### src/hdl/assert_macros.svh
// ----------------------------------------------------------------------------
// Assertion macros
// Shared concurrent assertion helpers, clocked on i_clk, off during reset.
// ----------------------------------------------------------------------------
`ifndef ASSERT_MACROS_SVH
`define ASSERT_MACROS_SVH

// Plain clocked property.
`define PCE_ASSERT(lbl, prop, msg) \
    lbl: assert property (@(posedge i_clk) disable iff (!i_rst_n) (prop)) else $error(msg);

// Next-cycle implication.
`define PCE_ASSERT_NEXT(lbl, ante, cons, msg) \
    `PCE_ASSERT(lbl, (ante) |=> (cons), msg)

`endif

### src/hdl/pce_ram.sv
// ----------------------------------------------------------------------------
// pce_ram
// Simple dual-port RAM, one write and one registered read port.
// ----------------------------------------------------------------------------
`timescale 1ns / 1ps

module pce_ram #(
    parameter int WIDTH = 32,
    parameter int DEPTH = 64
) (
    input  logic                     i_clk,
    input  logic                     i_we,
    input  logic [$clog2(DEPTH)-1:0] i_waddr,
    input  logic [WIDTH-1:0]         i_wdata,
    input  logic [$clog2(DEPTH)-1:0] i_raddr,
    output logic [WIDTH-1:0]         o_rdata
);
    logic [WIDTH-1:0] r_mem [DEPTH];
    logic [WIDTH-1:0] r_rdata;

    always_ff @(posedge i_clk) begin
        if (i_we) begin
            r_mem[i_waddr] <= i_wdata;
        end
        r_rdata <= r_mem[i_raddr];
    end

    assign o_rdata = r_rdata;
endmodule

### config.mk
export PLATFORM = sky130hd
export DESIGN_NAME = pce_ram
export DESIGN_NICKNAME = d
export VERILOG_FILES = /design/src/hdl/assert_macros.svh /design/src/hdl/pce_ram.sv
export SDC_FILE = /design/constraint.sdc
export NUM_CORES = 2
export LEC_CHECK = 0
export BUFFER_PORTS_ARGS = -buffer_cell sky130_fd_sc_hd__buf_2
export CORE_MARGIN = 4
export CORE_UTILIZATION = 44
export DETAILED_ROUTE_END_ITERATION = 10
export SLEW_MARGIN = 10
export SYNTH_ARGS = -nofsm -noshare
export SYNTH_HDL_FRONTEND = slang
export SYNTH_SLANG_ARGS = --single-unit
### constraint.sdc
create_clock -name i_clk -period 3.81 [get_ports i_clk]
set_clock_uncertainty 0.2 [all_clocks]
set_input_delay 0.5715 -clock i_clk [delete_from_list [all_inputs] [get_ports i_clk]]
set_output_delay 0.5715 -clock i_clk [all_outputs]
set_load 0.05 [all_outputs]
Word-level counts from Yosys, hierarchy flattened --
Memory sizes are Yosys's and may differ from the RTL's. A register that Yosys moved wholly into a read port is not among the register bits. Index checks and enable logic that the tools add are counted.
Cells by class: shifts and indexed selects 0, reduce and logical (&&, ||, !) cells 0, div/mod/pow operators 0, muxes and demuxes 2, eq/ne operators 0, multipliers 0, bitwise logic cells 0, add/sub/neg operators 0, magnitude comparators 0
Operator list (number):
- $mux 1 | 2
Storage, ports and cells: memory bits (writable) 2048, bits in read-only memories 0, logic and storage cells 3, input port bits 46, memories kept 1, flip-flop bits (word level) 0, latch bits 0, output and inout port bits 32
Memories:
- r_mem | words 64, bits a word 32, rd ports 1, clocked after Yosys merged registers in 1, wr ports 1, line pce_ram.sv:18 | logic [WIDTH-1:0] r_mem [DEPTH];

Logic depth before layout (Yosys ltp) --
depth after elaboration 2, depth in mapped cells 10, depth with buffers taken out 5

Worst setup path after synthesis --
OpenSTA, ideal clock, no wires.
path kind input-to-reg, from input i_waddr[3], to memory r_mem[48][0] (enable), setup time 461 ps, slack -121 ps, stages on the path 4, required time 3149 ps, data arrival time 3270 ps, buffers on the path 1, path through clkbuf_1 nor2b_1 nand4b_1 nor3_1
RTL lines:
- from (decl) | line pce_ram.sv:13 | input logic [$clog2(DEPTH)-1:0] i_waddr,
- to (decl) | line pce_ram.sv:18
Straight into the memory's write port.

==> reports/results.txt <==
Status: finished clean
Data required time of the worst path: 4300 ps
Power density relative to cell area: 527 nW/um^2
Worst slew margin relative to its limit: 0.197
Antenna Violating Nets Remaining: 0
Setup-failing EPs final: 0
Cell type with the largest total area after synthesis: sky130_fd_sc_hd__edfxtp_1
Multi-input combinational cell area: 16000 sq um
Overall die width: 430 microns
DRC viols: 0
Clock insertion delay at the later pin of the skew report: 850 ps
HP Class: input port to register
Leading post-synthesis cells by cell area: sky130_fd_sc_hd__edfxtp_1, sky130_fd_sc_hd__mux4_2, sky130_fd_sc_hd__mux2i_1
Area grow syn2layout: 16.0%
Number of buffers and inverters on the critical path: 3
Final Non-Filler Cells: 6213
Area share of the leading cell type in the synthesized netlist: 0.783
CTS tree: yes
Count of mapped cells out of synthesis: 3324
Final-stage net count: 3737
Max FO, Critical Path: 46
Number of max-capacitance violations reported: 0
Initial antenna violation count: 12
Most instantiated library cell after synthesis: sky130_fd_sc_hd__edfxtp_1
Post-placement cell count: 5823
Count of buffers from port buffering: 77
Top delay family on crit path: buffers and inverters
Via count normalized by instance count: 6.07
Worst slack on hold paths: 104 ps
Cell types with the highest counts after synthesis: sky130_fd_sc_hd__edfxtp_1, sky130_fd_sc_hd__mux4_2, sky130_fd_sc_hd__nor2_1
Slew of the pin with the lowest slew margin: 1200 ps
Critical Path Slowest Stage Cell: sky130_fd_sc_hd__o22ai_1
Fraction of final layout cells with drive strength greater than 1: 0.322
Max Slew Vio Count: 0
Drt first-iter violations: 5024
Area taken by flip-flops and latches: 62100 sq um
Element type at the critical path end: register
Startpoint-to-endpoint class of the critical path: input port to register
Unrepaired setup endpoints after global routing: no
Post-route setup TNS: 0 ps
Post-synthesis net count: 3370
Commonest register cell after synthesis: sky130_fd_sc_hd__edfxtp_1
Post-route fraction of the period consumed by the critical path: 0.769
CTS clock-pin slew for the worst setup and hold paths: 60 ps
Leftover overflow at the end of global routing: 0
Fin worst setup slack: 880 ps
Starting Density: 0.444
Number of cell rows: 154
Routed via count: 37700
Peak clock frequency supported by timing: 0.341 GHz
Number of buffers added by the clock tree synthesis step: 204
Synth warnings: 0
Sequential share of the synthesized area: 0.791
Type of element launching the critical path: input port
Fraction of registers with async set/reset: 0
Worst setup slack before clock tree synthesis: -84.1 ps
Via count of the first global-routing pass: 38000
Largest net degree at the start of global routing: 65
Sequence of cells on the critical path: buf_8 > buf_12 > buf_12 > mux4_2 > mux4_2 > o22ai_1 > nor2_1
Leakage: 28.5 nW
Bufs on Longest Clock Path: 3
Sink Count: 2080
Cell chosen for the clock root: sky130_fd_sc_hd__clkbuf_16
Aggregate global-route resource usage: 0.226
Std-Cell Core Area: 177000 sq um
Detailed Route WL: 209000 microns
Wire length per cell after detailed routing: 33.7 microns
Number of fill cells in the layout: 13800
Syn_area_per_cell: 23.6 sq um
Number of library cell types mapped by synthesis: 34
Die footprint: 185000 sq um
IO Pins: 78
Maximum cell stage delay along the critical path: 830 ps
Number of H-tree levels: 4
DP HPWL: 118000 microns
Final hold viol count: 0
Post-layout min period: 2930 ps
Mapped cell area: 78500 sq um
Critical path data arrival time: 3420 ps
Placer's final routability congestion estimate: 0.789
Max rail drop VDD: 0.384 mV
Number of synthesized register bits: 2080
Global-route wire length before repair: 295000 microns
Buffers inserted by post-CTS timing repair: 0
Vertical extent of the die: 430 microns
Number of detailed-route iterations in the first pass: 8
Number of enable-type register cells in the synthesized netlist: 2048
[cell usage in the layout, fill, tap and decap left out, types with 3 or more instances in the layout]
cell type,instances
sky130_fd_sc_hd__a21oi_1,62
sky130_fd_sc_hd__a22oi_1,12
sky130_fd_sc_hd__a311oi_1,8
sky130_fd_sc_hd__a41o_1,4
sky130_fd_sc_hd__and3_1,4
sky130_fd_sc_hd__buf_12,69
sky130_fd_sc_hd__buf_2,71
sky130_fd_sc_hd__buf_4,198
sky130_fd_sc_hd__buf_8,3
sky130_fd_sc_hd__bufinv_16,16
sky130_fd_sc_hd__clkbuf_1,51
sky130_fd_sc_hd__clkbuf_16,207
sky130_fd_sc_hd__clkbuf_8,13
sky130_fd_sc_hd__clkinv_1,39
sky130_fd_sc_hd__clkinv_16,6
sky130_fd_sc_hd__clkinv_2,32
sky130_fd_sc_hd__clkinv_8,3
sky130_fd_sc_hd__clkinvlp_4,8
sky130_fd_sc_hd__dfxtp_1,32
sky130_fd_sc_hd__diode_2,8
sky130_fd_sc_hd__edfxtp_1,2048
sky130_fd_sc_hd__mux2i_1,93
sky130_fd_sc_hd__mux4_2,544
sky130_fd_sc_hd__nand2_1,26
sky130_fd_sc_hd__nand2b_1,7
sky130_fd_sc_hd__nand3_1,5
sky130_fd_sc_hd__nand3b_1,5
sky130_fd_sc_hd__nor2_1,75
sky130_fd_sc_hd__nor2_4,62
sky130_fd_sc_hd__nor2b_1,15
sky130_fd_sc_hd__nor3_1,5
sky130_fd_sc_hd__o221ai_1,27
sky130_fd_sc_hd__o22ai_1,84
sky130_fd_sc_hd__o32ai_1,4
sky130_fd_sc_hd__or3_1,3
sky130_fd_sc_hd__or3b_2,3
[cell type report]
cell class	instances	share of cell area
sequential	2080	0.683
multi-input combinational	1062	0.176
clock buffer	271	0.0610
timing repair buffer	343	0.0361
tap	2340	0.0322
clock inverter	109	0.0124
antenna	8	0.000220
[state kept, by name (all words and copies together), names as in the netlist]
signal and count:
o_rdata 32, r_mem 2048
[worst paths after layout]
path / slack [ps] / cells past startpoint / start / end
min reg2reg: 590 / 4 / r_mem[28][20] / o_rdata[20]
max reg2reg: 1110 / 4 / r_mem[14][2] / o_rdata[2]
min: 100 / 1 / i_wdata[16] / r_mem[24][16]
max: 880 / 7 / i_raddr[1] / o_rdata[2]
[what timing repair did]
| item | in CTS | in global routing |
|---|---|---|
| hold buffers | 0 | 1 |
| endpoints found under the hold margin | 0 | 16 |
| resized for setup | 0 | 0 |
[routing by layer]
| metal | track usage | vias to the layer above | wire length (microns) |
|---|---|---|---|
| li1 | - | 15000 | - |
| met4 | 0.0677 | 2 | 6130 |
| met5 | 0 | - | 13 |
| met2 | 0.357 | 1803 | 101000 |
| met1 | 0.326 | 20600 | 85700 |
| met3 | 0.0379 | 320 | 16100 |
[cell families after synthesis]
logic type / after synthesis / synth area share
and+or+nand+nor: 223 / 0.0127
DFF: 2080 / 0.791
AOI/OAI and AO/OA: 202 / 0.0167
buffers and inverters: 182 / 0.0113
muxes: 637 / 0.168
[worst register-to-register path, delay by kind of cell (launching register included)]
family,cells,cell delay (ps)
AND/OR/NAND/NOR,1,130
AO/OA/AOI/OAI,1,830
flip-flops,1,360
multiplexers,2,1050
[report_power, final]
| group | switching, mW | total (mW) | internal [mW] |
|---|---|---|---|
| Sequential | 0.112 | 25.5 | 25.3 |
| Combinational | 1.65 | 2.61 | 0.965 |
| Clock | 8.58 | 19.9 | 11.4 |
[stage by stage]
step | power (mW) | util | area, sq um
after floorplan | 27.3 | - | 78500
after detailed placement | 28.6 | 0.477 | 84300
after global placement | 28.5 | 0.477 | 84300
after CTS | 48.4 | 0.514 | 91000
final | 48.0 | 0.515 | 91000
after global routing | 49.5 | 0.515 | 91000
Power figures use the tool's default switching activity.
